## src/rtl/core/assert_macros.svh

```systemverilog
// ---------------------------------------------------------------------------
// Assertion macros
// Concurrent assertion wrappers, clocked and reset-qualified; empty in
// synthesis builds.
// ---------------------------------------------------------------------------
`ifndef ASSERT_MACROS_SVH
`define ASSERT_MACROS_SVH

`ifndef SYNTHESIS

// expr holds on every clock edge out of reset
`define ASSERT_ALWAYS(label, clk, rst_n, expr, msg) \
	label: assert property (@(posedge clk) disable iff (!rst_n) (expr)) \
		else $error(msg);

// cons holds in the same cycle as ante
`define ASSERT_IMPLIES(label, clk, rst_n, ante, cons, msg) \
	label: assert property (@(posedge clk) disable iff (!rst_n) (ante) |-> (cons)) \
		else $error(msg);

// cons holds in the cycle after ante
`define ASSERT_NEXT(label, clk, rst_n, ante, cons, msg) \
	label: assert property (@(posedge clk) disable iff (!rst_n) (ante) |=> (cons)) \
		else $error(msg);

`else

`define ASSERT_ALWAYS(label, clk, rst_n, expr, msg)
`define ASSERT_IMPLIES(label, clk, rst_n, ante, cons, msg)
`define ASSERT_NEXT(label, clk, rst_n, ante, cons, msg)

`endif

`endif

```

## src/rtl/core/hsvc_pkg.sv

```systemverilog
// ---------------------------------------------------------------------------
// hsvc_pkg
// Widths, constants and shared types of the HSV to RGB converter.
// ---------------------------------------------------------------------------
package hsvc_pkg;

	localparam int unsigned HUE_W   = 15;
	localparam int unsigned SV_W    = 9;
	localparam int unsigned CH_W    = 8;
	localparam int unsigned FR_W    = 12;   // hue mod 3840
	localparam int unsigned QUO_W   = 4;    // hue div 3840, up to 8
	localparam int unsigned PROD_W  = 20;   // s * k, at most 983040
	localparam int unsigned MUL_W   = 28;   // v * (unit - s*k), at most 2^8 * 983040
	localparam int unsigned SCL_W   = MUL_W + 8;  // times 255
	localparam int unsigned Y_W     = 12;   // floor(.. / 2^24), at most 3825
	localparam int unsigned RCP_W   = 13;

	localparam int unsigned SECTOR_UNITS = 3840;  // 60 degrees in 1/64 steps
	localparam int unsigned SECTOR_COUNT = 6;
	localparam int unsigned QUO_MAX      = 8;     // largest hue div 3840 of a 15-bit hue
	localparam int unsigned ONE_Q8       = 256;
	localparam int unsigned UNIT_NUM     = ONE_Q8 * SECTOR_UNITS;
	// floor(y/15) == floor(y*4370 / 2^16) for y <= 3825
	localparam int unsigned RECIP_15     = 4370;

	typedef enum logic [2:0] {
		SEC_RED_YEL = 3'd0,
		SEC_YEL_GRN = 3'd1,
		SEC_GRN_CYN = 3'd2,
		SEC_CYN_BLU = 3'd3,
		SEC_BLU_MAG = 3'd4,
		SEC_MAG_RED = 3'd5
	} sector_t;

	// load enables of the lane stages
	typedef struct packed {
		logic s2;
		logic s3;
		logic s4;
	} pipe_en_t;

endpackage

```

## src/rtl/core/hsvc_in_if.sv

```systemverilog
// ---------------------------------------------------------------------------
// hsvc_in_if
// HSV input channel: valid/ready handshake with one color per item.
// ---------------------------------------------------------------------------
interface hsvc_in_if;

	logic                          valid;
	logic                          ready;
	logic [hsvc_pkg::HUE_W-1:0]    hue;
	logic [hsvc_pkg::SV_W-1:0]     saturation;
	logic [hsvc_pkg::SV_W-1:0]     brightness;

	modport source (output valid, output hue, output saturation, output brightness,
		input ready);
	modport sink (input valid, input hue, input saturation, input brightness,
		output ready);

endinterface

```

## src/rtl/core/hsvc_out_if.sv

```systemverilog
// ---------------------------------------------------------------------------
// hsvc_out_if
// RGB output channel: valid/ready handshake with one pixel per item.
// ---------------------------------------------------------------------------
interface hsvc_out_if;

	logic                        valid;
	logic                        ready;
	logic [hsvc_pkg::CH_W-1:0]   red;
	logic [hsvc_pkg::CH_W-1:0]   green;
	logic [hsvc_pkg::CH_W-1:0]   blue;

	modport source (output valid, output red, output green, output blue, input ready);
	modport sink (input valid, input red, input green, input blue, output ready);

endinterface

```

## src/rtl/core/hsvc_chan.sv

```systemverilog
// ---------------------------------------------------------------------------
// hsvc_chan
// One intensity term: floor(255 * v * (unit - s*k) / (256*256*3840)),
// three register stages plus the final divide-by-15 step.
// ---------------------------------------------------------------------------
module hsvc_chan (
	input  logic                          clk,
	input  hsvc_pkg::pipe_en_t            en,
	input  logic [hsvc_pkg::SV_W-1:0]     sat,
	input  logic [hsvc_pkg::SV_W-1:0]     bright,
	input  logic [hsvc_pkg::FR_W-1:0]     k,
	output logic [hsvc_pkg::CH_W-1:0]     ch
);

	logic [hsvc_pkg::PROD_W-1:0]   prod_s2;
	logic [hsvc_pkg::SV_W-1:0]     v_s2;
	logic [hsvc_pkg::MUL_W-1:0]    m_s3;
	logic [hsvc_pkg::Y_W-1:0]      y_s4;

	logic [hsvc_pkg::SV_W+hsvc_pkg::FR_W-1:0]        prod_full;
	logic [hsvc_pkg::PROD_W-1:0]                     diff;
	logic [hsvc_pkg::SV_W+hsvc_pkg::PROD_W-1:0]      m_full;
	logic [hsvc_pkg::SCL_W-1:0]                      scaled;
	logic [hsvc_pkg::Y_W+hsvc_pkg::RCP_W-1:0]        quo_full;

	// stage 2: s * k
	assign prod_full = {{hsvc_pkg::FR_W{1'b0}}, sat} * {{hsvc_pkg::SV_W{1'b0}}, k};

	always_ff @(posedge clk) begin
		if (en.s2) begin
			prod_s2 <= prod_full[hsvc_pkg::PROD_W-1:0];
			v_s2    <= bright;
		end
	end

	// stage 3: v * (unit - s*k)
	assign diff   = hsvc_pkg::PROD_W'(hsvc_pkg::UNIT_NUM) - prod_s2;
	assign m_full = {{hsvc_pkg::PROD_W{1'b0}}, v_s2} * {{hsvc_pkg::SV_W{1'b0}}, diff};

	always_ff @(posedge clk) begin
		if (en.s3) begin
			m_s3 <= m_full[hsvc_pkg::MUL_W-1:0];
		end
	end

	// stage 4: 255*m as (m << 8) - m, then drop the 2^24 part of the denominator
	assign scaled = {m_s3, 8'b0} - {8'b0, m_s3};

	always_ff @(posedge clk) begin
		if (en.s4) begin
			y_s4 <= scaled[hsvc_pkg::SCL_W-1 -: hsvc_pkg::Y_W];
		end
	end

	// remaining factor 15 by reciprocal multiply
	assign quo_full = {{hsvc_pkg::RCP_W{1'b0}}, y_s4}
		* {{hsvc_pkg::Y_W{1'b0}}, hsvc_pkg::RCP_W'(hsvc_pkg::RECIP_15)};
	assign ch = quo_full[16 +: hsvc_pkg::CH_W];

endmodule

```

## src/rtl/core/hsv_to_rgb_converter_top.sv

```systemverilog
// ---------------------------------------------------------------------------
// hsv_to_rgb_converter_top
// HSV (hue in 1/64 degree, Q1.8 saturation and value) to 8-bit RGB,
// five-stage pipeline, one item per clock while rgb_out is taken.
// ---------------------------------------------------------------------------
//
//  channel   dir  handshake      payload
//  hsv_in    in   valid/ready    hue[14:0], saturation[8:0], brightness[8:0]
//  rgb_out   out  valid/ready    red[7:0], green[7:0], blue[7:0]
//
// Five register stages: an accepted item passes through s1 to s5 in turn, and
// rgb_out.valid rises when it is loaded into s5. One item enters per cycle
// while rgb_out is taken. The 9x20 product in stage 3 sets the depth.
// Each stage loads when it is empty or the stage after it moves, so bubbles
// close up under a stall and the input keeps taking items until all five
// stages hold one. arst_n clears only the valid bits.
//
// Every channel is floor(255 * v * (unit - s*k) / (256*256*3840)) with
// unit = 256*3840 and k = 0 (value), 3840 (p), fr (q) or 3840-fr (t).
// Zero saturation collapses all four to grey with no special path.
// ---------------------------------------------------------------------------
`include "assert_macros.svh"

module hsv_to_rgb_converter_top (
	input  logic        clk,
	input  logic        arst_n,
	hsvc_in_if.sink     hsv_in,
	hsvc_out_if.source  rgb_out
);

	// valid bits and stage enables
	logic vld_s1, vld_s2, vld_s3, vld_s4, vld_s5;
	logic en_s1, en_s2, en_s3, en_s4, en_s5;
	hsvc_pkg::pipe_en_t lane_en;

	// stage 1 payload
	logic [hsvc_pkg::SV_W-1:0]   sat_s1;
	logic [hsvc_pkg::SV_W-1:0]   bright_s1;
	logic [hsvc_pkg::FR_W-1:0]   fr_s1;
	hsvc_pkg::sector_t           sec_s1, sec_s2, sec_s3, sec_s4;

	// stage 5 (output register)
	logic [hsvc_pkg::CH_W-1:0]   red_s5, green_s5, blue_s5;

	// stage 1 combinational
	logic [hsvc_pkg::SV_W-1:0]   sat_clip, bright_clip;
	logic [hsvc_pkg::QUO_W-1:0]  quo;
	logic [hsvc_pkg::HUE_W-1:0]  base;
	logic [hsvc_pkg::HUE_W-1:0]  rem_full;
	logic [hsvc_pkg::QUO_W-1:0]  sec_num;

	// lane terms
	logic [hsvc_pkg::FR_W-1:0]   k_t;
	logic [hsvc_pkg::CH_W-1:0]   ch_v, ch_p, ch_q, ch_t;
	logic [hsvc_pkg::CH_W-1:0]   red_d, green_d, blue_d;

	// -----------------------------------------------------------------------
	// Flow control: a stage advances when empty or when its successor does
	// -----------------------------------------------------------------------
	assign en_s5 = !vld_s5 || rgb_out.ready;
	assign en_s4 = !vld_s4 || en_s5;
	assign en_s3 = !vld_s3 || en_s4;
	assign en_s2 = !vld_s2 || en_s3;
	assign en_s1 = !vld_s1 || en_s2;

	assign hsv_in.ready = en_s1;

	assign lane_en.s2 = en_s2;
	assign lane_en.s3 = en_s3;
	assign lane_en.s4 = en_s4;

	always_ff @(posedge clk or negedge arst_n) begin
		if (!arst_n) begin
			vld_s1 <= 1'b0;
			vld_s2 <= 1'b0;
			vld_s3 <= 1'b0;
			vld_s4 <= 1'b0;
			vld_s5 <= 1'b0;
		end else begin
			if (en_s1) vld_s1 <= hsv_in.valid;
			if (en_s2) vld_s2 <= vld_s1;
			if (en_s3) vld_s3 <= vld_s2;
			if (en_s4) vld_s4 <= vld_s3;
			if (en_s5) vld_s5 <= vld_s4;
		end
	end

	// -----------------------------------------------------------------------
	// Stage 1: clip S and V to 1.0, split hue into sector and fraction
	// -----------------------------------------------------------------------
	assign sat_clip = (hsv_in.saturation > hsvc_pkg::SV_W'(hsvc_pkg::ONE_Q8))
		? hsvc_pkg::SV_W'(hsvc_pkg::ONE_Q8) : hsv_in.saturation;
	assign bright_clip = (hsv_in.brightness > hsvc_pkg::SV_W'(hsvc_pkg::ONE_Q8))
		? hsvc_pkg::SV_W'(hsvc_pkg::ONE_Q8) : hsv_in.brightness;

	// hue div 3840 from eight parallel threshold compares
	always_comb begin
		quo = '0;
		for (int i = 1; i <= int'(hsvc_pkg::QUO_MAX); i++) begin
			if (hsv_in.hue >= hsvc_pkg::HUE_W'(i * hsvc_pkg::SECTOR_UNITS)) begin
				quo = quo + hsvc_pkg::QUO_W'(1);
			end
		end
	end

	assign base     = hsvc_pkg::HUE_W'(quo) * hsvc_pkg::HUE_W'(hsvc_pkg::SECTOR_UNITS);
	assign rem_full = hsv_in.hue - base;
	// hue of 360 degrees and up wraps the sector
	assign sec_num  = (quo >= hsvc_pkg::QUO_W'(hsvc_pkg::SECTOR_COUNT))
		? quo - hsvc_pkg::QUO_W'(hsvc_pkg::SECTOR_COUNT) : quo;

	always_ff @(posedge clk) begin
		if (en_s1) begin
			sat_s1    <= sat_clip;
			bright_s1 <= bright_clip;
			fr_s1     <= rem_full[hsvc_pkg::FR_W-1:0];
			sec_s1    <= hsvc_pkg::sector_t'(sec_num[2:0]);
		end
	end

	// sector travels alongside the lanes
	always_ff @(posedge clk) begin
		if (en_s2) sec_s2 <= sec_s1;
		if (en_s3) sec_s3 <= sec_s2;
		if (en_s4) sec_s4 <= sec_s3;
	end

	// -----------------------------------------------------------------------
	// Stages 2-4: four intensity lanes
	// -----------------------------------------------------------------------
	assign k_t = hsvc_pkg::FR_W'(hsvc_pkg::SECTOR_UNITS) - fr_s1;

	hsvc_chan u_chan_v (
		.clk    (clk),
		.en     (lane_en),
		.sat    (sat_s1),
		.bright (bright_s1),
		.k      ('0),
		.ch     (ch_v)
	);

	hsvc_chan u_chan_p (
		.clk    (clk),
		.en     (lane_en),
		.sat    (sat_s1),
		.bright (bright_s1),
		.k      (hsvc_pkg::FR_W'(hsvc_pkg::SECTOR_UNITS)),
		.ch     (ch_p)
	);

	hsvc_chan u_chan_q (
		.clk    (clk),
		.en     (lane_en),
		.sat    (sat_s1),
		.bright (bright_s1),
		.k      (fr_s1),
		.ch     (ch_q)
	);

	hsvc_chan u_chan_t (
		.clk    (clk),
		.en     (lane_en),
		.sat    (sat_s1),
		.bright (bright_s1),
		.k      (k_t),
		.ch     (ch_t)
	);

	// -----------------------------------------------------------------------
	// Stage 5: six-sector channel assignment into the output register
	// -----------------------------------------------------------------------
	always_comb begin
		case (sec_s4)
			hsvc_pkg::SEC_RED_YEL: begin
				red_d = ch_v; green_d = ch_t; blue_d = ch_p;
			end
			hsvc_pkg::SEC_YEL_GRN: begin
				red_d = ch_q; green_d = ch_v; blue_d = ch_p;
			end
			hsvc_pkg::SEC_GRN_CYN: begin
				red_d = ch_p; green_d = ch_v; blue_d = ch_t;
			end
			hsvc_pkg::SEC_CYN_BLU: begin
				red_d = ch_p; green_d = ch_q; blue_d = ch_v;
			end
			hsvc_pkg::SEC_BLU_MAG: begin
				red_d = ch_t; green_d = ch_p; blue_d = ch_v;
			end
			default: begin
				red_d = ch_v; green_d = ch_p; blue_d = ch_q;
			end
		endcase
	end

	always_ff @(posedge clk) begin
		if (en_s5) begin
			red_s5   <= red_d;
			green_s5 <= green_d;
			blue_s5  <= blue_d;
		end
	end

	assign rgb_out.valid = vld_s5;
	assign rgb_out.red   = red_s5;
	assign rgb_out.green = green_s5;
	assign rgb_out.blue  = blue_s5;

	// -----------------------------------------------------------------------
	// Assertions
	// -----------------------------------------------------------------------
	`ASSERT_IMPLIES(a_ready_when_out_empty, clk, arst_n, !vld_s5, hsv_in.ready, "input stalled with empty output stage")
	`ASSERT_NEXT(a_accept_fills_s1, clk, arst_n, hsv_in.valid && hsv_in.ready, vld_s1, "accepted item missing from stage 1")
	`ASSERT_NEXT(a_s4_holds_on_stall, clk, arst_n, vld_s4 && !en_s5, vld_s4 && $stable(sec_s4), "stage 4 item lost under stall")

endmodule
```

## src/flat_wrapper.sv

```systemverilog
// flat-port wrapper written by rule: the top's interface ports become plain ports
module hsv_to_rgb_converter_top_flat 
  (clk, arst_n, hsv_in_valid, hsv_in_hue, hsv_in_saturation, hsv_in_brightness, hsv_in_ready, rgb_out_valid, rgb_out_red, rgb_out_green, rgb_out_blue, rgb_out_ready);
  hsvc_in_if hsv_in_i ();
  hsvc_out_if rgb_out_i ();
  input  logic clk;
  input  logic arst_n;
  input wire logic [$bits(hsv_in_i.valid)-1:0] hsv_in_valid;
  input wire logic [$bits(hsv_in_i.hue)-1:0] hsv_in_hue;
  input wire logic [$bits(hsv_in_i.saturation)-1:0] hsv_in_saturation;
  input wire logic [$bits(hsv_in_i.brightness)-1:0] hsv_in_brightness;
  output wire logic [$bits(hsv_in_i.ready)-1:0] hsv_in_ready;
  output wire logic [$bits(rgb_out_i.valid)-1:0] rgb_out_valid;
  output wire logic [$bits(rgb_out_i.red)-1:0] rgb_out_red;
  output wire logic [$bits(rgb_out_i.green)-1:0] rgb_out_green;
  output wire logic [$bits(rgb_out_i.blue)-1:0] rgb_out_blue;
  input wire logic [$bits(rgb_out_i.ready)-1:0] rgb_out_ready;
  assign hsv_in_i.valid = hsv_in_valid;
  assign hsv_in_i.hue = hsv_in_hue;
  assign hsv_in_i.saturation = hsv_in_saturation;
  assign hsv_in_i.brightness = hsv_in_brightness;
  assign hsv_in_ready = hsv_in_i.ready;
  assign rgb_out_valid = rgb_out_i.valid;
  assign rgb_out_red = rgb_out_i.red;
  assign rgb_out_green = rgb_out_i.green;
  assign rgb_out_blue = rgb_out_i.blue;
  assign rgb_out_i.ready = rgb_out_ready;
  hsv_to_rgb_converter_top u_core (.clk(clk), .arst_n(arst_n), .hsv_in(hsv_in_i), .rgb_out(rgb_out_i));
endmodule
```

## config.mk

```make
export PLATFORM = sky130hd
export DESIGN_NAME = hsv_to_rgb_converter_top_flat
export DESIGN_NICKNAME = d
export VERILOG_FILES = /design/src/rtl/core/hsvc_pkg.sv /design/src/rtl/core/hsvc_in_if.sv /design/src/rtl/core/hsvc_out_if.sv /design/src/rtl/core/hsvc_chan.sv /design/src/rtl/core/hsv_to_rgb_converter_top.sv /design/src/flat_wrapper.sv
export VERILOG_INCLUDE_DIRS = /design/src /design/src/rtl/core
export SDC_FILE = /design/constraint.sdc
export NUM_CORES = 2
export LEC_CHECK = 0
export BUFFER_PORTS_ARGS = -buffer_cell sky130_fd_sc_hd__buf_2
export CORE_UTILIZATION = 30
export DETAILED_ROUTE_END_ITERATION = 6
export SLEW_MARGIN = 10
export SYNTH_ARGS = -nofsm -noshare
export SYNTH_HDL_FRONTEND = slang
export SYNTH_SLANG_ARGS = --single-unit
```

## constraint.sdc

```tcl
create_clock -name clk -period 6.1 [get_ports clk]
set_clock_uncertainty 0.15 [all_clocks]
set_input_delay 0.915 -clock clk [delete_from_list [all_inputs] [get_ports clk]]
set_output_delay 0.915 -clock clk [all_outputs]
set_load 0.02 [all_outputs]
```

# Word level (Yosys, flattened, before mapping)
# Index checks and enable logic that the tools add are counted.
# totals
regBits	276
input_bits	37
rom_bits	0
latch_bits	0
memories	0
wordCells	98
ramBits	0
out_inout_bits	26
# op_classes
bitwise	0
eq_ne	4
n_lt_le_gt_ge	11
reduce_logical	15
muxes	12
addsub	17
shift	0
div_mod_pow	0
n_mul	12
# ops
op	n
subtractor 36 x 28 -> 36 bit	4
multiplier 12 x 12 -> 23 bit, second input constant	4
multiplier 9 x 20 -> 28 bit	3
case mux 8 bit (3 select lines)	3
>= comparator 15 bit, second input constant	4
subtractor 20 bit, first input constant	3
multiplier 9 x 12 -> 20 bit	2
>= comparator 15 x 14 -> 1 bit, second input constant	2
2-to-1 mux 4 bit	7
adder 4 x 1 -> 4 bit, second input constant	6
multiplier 9 x 4 -> 12 bit, second input constant	2
> comparator 9 bit, second input constant	2
>= comparator 15 x 12 -> 1 bit, second input constant	1
>= comparator 15 x 13 -> 1 bit, second input constant	1
subtractor 12 bit	1
subtractor 12 bit, first input constant	1
OR reduction 2 bit	4
equality test 3 x 2 -> 1 bit, second input constant	2
zero test 1 bit	5
logical OR 1 bit	5
>= comparator 4 x 3 -> 1 bit, second input constant	1
multiplier 4 x 1 -> 4 bit, second input constant	1
equality test 3 x 1 -> 1 bit, second input constant	1
equality test 3 bit, second input constant	1
other kinds (5)	5

# Depth between registers and ports, before layout
# logic_depth
depth_word	18
mapped_depth	27
mapped_depth_nobuf	26

# Cells and area by module
# From an unflattened synthesis, not the netlist that was laid out.
# unflattened
cells_unflattened	6022
area_unflattened_um2	57574.0
# by_module_without_submodules
module	seq_area_each_um2	instances	cells_each	area_per_inst_um2
hsvc_chan (u_core.u_chan_p ...)	2072.0	2	1389	13198.9
hsvc_chan (u_core.u_chan_v)	2072.0	1	1422	13530.5
hsvc_chan (u_core.u_chan_t)	2072.0	1	1425	13384.1
hsv_to_rgb_converter_top	2107.0	1	397	4261.6

# Worst setup path after synthesis
# No wires, ideal clock.
# synth_timing
kind	reg-to-reg
start	reg u_core.u_chan_t.prod_s2[0] (netlist bit)
end	reg u_core.u_chan_t.m_s3[26] (netlist bit) (data pin)
n_path_buf	1
stages_incl_launch_ff	25
t_arrival_ns	6.230
setup_time_ns	0.258
required_time_ns	5.692
setup_slack_ns	-0.537
period_less_slack_ns	6.637
path_cell_list	edfxtp_1 > clkbuf_1 > inv_1 > ha_1 > nand2_1 > nor3_1 > nand2b_1 > nor4_1 > nor2_1 > xnor2_1 > nand2_1 > fa_1 > inv_1 > fa_1 > fa_1 > inv_1 > fa_1 > inv_1 > ha_1 > and3_1 > a221o_1 > a2111oi_0 > o21bai_1 > a21oi_1 > xnor2_1
# synth_between
elab_chain_len	2
# synth_rtl
item	line	rtl
start: declaration	hsvc_chan.sv:15	logic [hsvc_pkg::PROD_W-1:0] prod_s2;
start signal: assignment	hsvc_chan.sv:31	prod_s2 <= prod_full[hsvc_pkg::PROD_W-1:0];
subtractor 20 bit	hsvc_chan.sv:37	assign diff = hsvc_pkg::PROD_W'(hsvc_pkg::UNIT_NUM) - prod_s2;
multiplier 9 x 20 -> 28 bit	hsvc_chan.sv:38	assign m_full = {{hsvc_pkg::PROD_W{1'b0}}, v_s2} * {{hsvc_pkg::SV_W{1'b0}}, diff};
via u_core.u_chan_t.m_full, one bit	hsvc_chan.sv:22	logic [hsvc_pkg::SV_W+hsvc_pkg::PROD_W-1:0] m_full;
end signal: assignment	hsvc_chan.sv:42	m_s3 <= m_full[hsvc_pkg::MUL_W-1:0];
end: declaration	hsvc_chan.sv:17	logic [hsvc_pkg::MUL_W-1:0] m_s3;
# The timed path passes the listed nets, and every way through them passes these cells.
# A chain may end at the register's enable or synchronous reset.

# Final worst setup path
# layout_timing
start	reg u_core.u_chan_t.prod_s2[7] (netlist bit)
end	reg u_core.u_chan_t.m_s3[26] (netlist bit) (data pin)
# Same word-level chain as after synthesis.

==> impl_results.md <==
- Mapped Avg Cell Area: 9.69 um^2
- Fraction of final layout cells with drive strength greater than 1: 14.3%
- Post-Route Utilization: 35.5%
- Standard-cell row count: 133
- Antenna-violating nets left: 0
- Synth top cells by count: 772 x inv_1, 552 x ha_1, 521 x fa_1
- Total via count after detailed routing: 27900
- Critical Path Start Type: flop
- Yosys warning total: 0
- Gate count of the mapped netlist: 4110
- Iteration-0 DRC Markers: 1083
- Violated checks: negative setup slack
- Post-DP HPWL: 70900 um
- Routability congestion estimate from global placement: 0.844
- Net count reported at finish: 5528
- Die H: 366 um
- CP most frequent cell: fa_1
- Top post-synthesis cells by area: fa_1 26%, edfxtp_1 20%, ha_1 17%
- Busiest layer in global routing: met2
- Cell-by-cell trace of the critical path: nor4_4, nand2b_1, or4_4, nor3_4, nand2b_1, buf_4, nand4_1, xor2_2, nand2_1, fa_1, inv_1, fa_1, fa_1, inv_1, fa_1, inv_2, ha_4, and3_1, a221o_1, a2111oi_4, o21bai_1, a21oi_1, xnor2_1
- Core Region: 132000 um^2
- Clk Latency, worst-skew pair: 0.55 ns
- Final Worst Setup Slack: -0.165 ns
- Master of the slowest instance on the critical path: fa_1
- Register clock-pin slew on the reported worst setup and hold paths: 0.05 ns
- Number of sinks driven by the clock tree: 266
- Number of buffers inserted during clock tree synthesis: 34
- Cell Count Post-Placement: 6084
- Design Area, Final: 46700 um^2
- Post-synthesis sequential area ratio: 20.0%
- Netlist cell types: 82
- Slew HR: 33.8%
- Post-synthesis cell area: 39800 um^2
- Post-layout instance count excluding filler cells: 6197
- Clock tree from TritonCTS: done
- Slew at the pin closest to its max-slew limit: 0.990 ns
- Count of endpoints failing setup in the final report: 4
- Maximum fanout along the worst path: 4
- Aggregate routed wire length: 84700 um
- Area fraction of the dominant cell type after synthesis: 26.2%
- Detailed-routing iteration count for the pre-antenna-repair pass: 5
- Effective utilization at floorplan: 30.3%
- Full die area: 134000 um^2
- GR met3 Demand/Resource: 1.80%
- Antenna cell count: 0
- Classification of the worst setup path: reg -> reg
- Outcome: complete, but fails checks
- Number of primary I/O pins: 63
- Data required time at the worst endpoint: 6.24 ns
- Met1 track demand over resource in global routing: 16.6%
- Max Root-Sink Buffers: 3
- Net count of the mapped netlist: 5220
- Number of stages on the worst hold path: 0
- FMAX: 160 MHz
- Pin count of the biggest net entering global routing: 78
- Signed area change from the synthesized netlist to the final layout: 17.3%
- Min-Delay Endpoint: u_core.sec_s4[1]$_DFFE_PP_
- Number of H-tree levels: 2
- Worst Path Buf+Inv: 4
- Share of synthesized registers carrying an async set or reset: 1.88%
- Worst reg-to-reg path cell count: 23
- Worst path top cell family by delay: adder cells
- Max stage delay on crit path: 0.55 ns
- Number of pins exceeding their max-slew limit in the final report: 0
- Average wire per cell in the routed design: 13.7 um
- Share of the clock period used by the worst path after layout: 103%
- Detailed-route DRC error count: 0
- Total routing resource utilization after global routing: 12.7%
- Capturing element type of the critical path: flop
- Number of enable flip-flop cells after synthesis: 261
- IO Port Bufs: 62
- Initial antenna violation count: 0
- Destination of the worst register-to-register timing path: u_core.u_chan_t.m_s3[26]$_DFFE_PP_
- Library cell used as clock root buffer: clkbuf_16
- Most instantiated library cell after synthesis: inv_1
- Endpoints failing hold: 0
- Via count normalized by instance count: 4.51
- Worst reg2reg startpoint: u_core.u_chan_t.prod_s2[7]$_DFFE_PP_
- Max-Cap Viols: 0
- Total cell area at the placement stage: 44200 um^2
- HP Start: u_core.sec_s3[1]$_DFFE_PP_
- Arrival time of the worst setup path: 6.40 ns
- Hold crit path type: reg -> reg
- Primary FF master, synth: edfxtp_1
- Reg-to-reg slack, setup: -0.16 ns
- Wire length of the first global-routing pass: 143000 um
- Horizontal die dimension: 366 um
- Final critical-path required period: 6.26 ns
- Via count of the first global-routing pass: 29400
- Met2 global-route usage: 22.1%
- Overflow left after global routing: 0
- Number of register bits inferred by synthesis: 266
- Setup TNS Final: -0.305 ns
- Library cell occupying the most area in the post-synthesis netlist: fa_1
- RSZ-0062 raised after global routing: true
==> worst max path at each step <==
| stage | startpoint | endpoint | slack, ns | cells past startpoint |
|---|---|---|---|---|
| floorplan | u_core.u_chan_t.prod_s2[3]$_DFFE_PP_ | u_core.u_chan_t.m_s3[26]$_DFFE_PP_ | -0.1 | 24 |
| global placement | u_core.u_chan_t.prod_s2[3]$_DFFE_PP_ | u_core.u_chan_t.m_s3[26]$_DFFE_PP_ | -0.19 | 24 |
| detailed placement | u_core.u_chan_q.prod_s2[5]$_DFFE_PP_ | u_core.u_chan_q.m_s3[24]$_DFFE_PP_ | -0.29 | 21 |
| CTS | u_core.u_chan_t.prod_s2[8]$_DFFE_PP_ | u_core.u_chan_t.m_s3[26]$_DFFE_PP_ | -0.09 | 22 |
| global route | u_core.u_chan_t.prod_s2[7]$_DFFE_PP_ | u_core.u_chan_t.m_s3[26]$_DFFE_PP_ | -0.31 | 25 |
| finish | u_core.u_chan_t.prod_s2[7]$_DFFE_PP_ | u_core.u_chan_t.m_s3[26]$_DFFE_PP_ | -0.16 | 23 |
==> timing repair <==
action | CTS | global route
gates cloned | 0 | 1
setup buffers | 30 | 24
setup endpoints to repair | 14 | 30
hold buffers | 1 | 0
pin swaps | 83 | 105
gates resized for setup | 94 | 121
hold endpoints to repair | 5 | 0
==> metal layers <==
layer | vias to the layer above | part of all wire, %
li1 | 13800 | -
met3 | 106 | 3.7
met1 | 13600 | 46
met4 | 0 | 2.1
met5 | - | 0
met2 | 375 | 48
==> flip-flops by register name, indices dropped and copies added (netlist names), 9 cells and up <==
name,flops
u_core.sat_s1,9
u_core.u_chan_v.v_s2,9
u_core.u_chan_t.y_s4,12
u_core.fr_s1,12
u_core.u_chan_p.y_s4,12
u_core.bright_s1,9
u_core.u_chan_q.y_s4,12
u_core.u_chan_p.prod_s2,12
u_core.u_chan_q.prod_s2,19
u_core.u_chan_t.prod_s2,20
u_core.u_chan_q.m_s3,27
u_core.u_chan_t.m_s3,28
u_core.u_chan_v.m_s3,12
u_core.u_chan_p.m_s3,20
u_core.u_chan_v.y_s4,12
==> cell usage in the layout, fill, tap and decap left out, drive strengths merged, types with 38 or more instances in the layout <==
| master | n |
|---|---|
| a21o | 52 |
| a21oi | 106 |
| and2 | 346 |
| buf | 369 |
| clkbuf | 38 |
| edfxtp | 261 |
| fa | 521 |
| ha | 552 |
| inv | 774 |
| nand2 | 444 |
| nor2 | 161 |
| nor3 | 54 |
| o21ai | 96 |
| xnor2 | 185 |
| xor2 | 59 |
==> layout make-up <==
cell class	instances	area, um^2
Clock buffer	38	887
Clock inverter	22	209
Fill cell	13100	84900
Inverter	772	2900
Multi-Input combinational cell	2974	29800
Sequential cell	266	7960
Tap cell	1755	2200
Timing Repair Buffer	370	2740
==> stage by stage <==
stage / hold WS (ns) / setup WS, ns
after floorplan: 0.250 / -0.0962
after global placement: 0.253 / -0.193
after detailed placement: 0.257 / -0.295
after CTS: 0.268 / -0.0887
after global routing: 0.267 / -0.314
final: 0.264 / -0.165
==> worst reg2reg max path, stage by stage (launching register included) <==
cell and delay [ns]:
edfxtp_1 0.42, nor4_4 0.33, nand2b_1 0.11, or4_4 0.54, nor3_4 0.16, nand2b_1 0.11
buf_4 0.14, nand4_1 0.12, xor2_2 0.16, nand2_1 0.09, fa_1 0.50, inv_1 0.05
fa_1 0.46, fa_1 0.55, inv_1 0.05, fa_1 0.49, inv_2 0.05, ha_4 0.22
and3_1 0.15, a221o_1 0.40, a2111oi_4 0.40, o21bai_1 0.11, a21oi_1 0.18, xnor2_1 0.09
==> logic make-up (layout without fill, tap and decap cells) <==
kind of cell	Yosys count	count (layout)	synth area share, %
simple gates	1206	1206	15.0
mux	27	27	0.707
compound gates	423	423	7.07
buf+inv	871	1202	8.22
fa+ha+maj	1073	1073	43.5
flops	266	266	20.0
xor+xnor	244	245	5.44
Power is left out: the tool's default activity adds up to more than one toggle a clock period on the data nets, which glitch-free logic cannot reach.
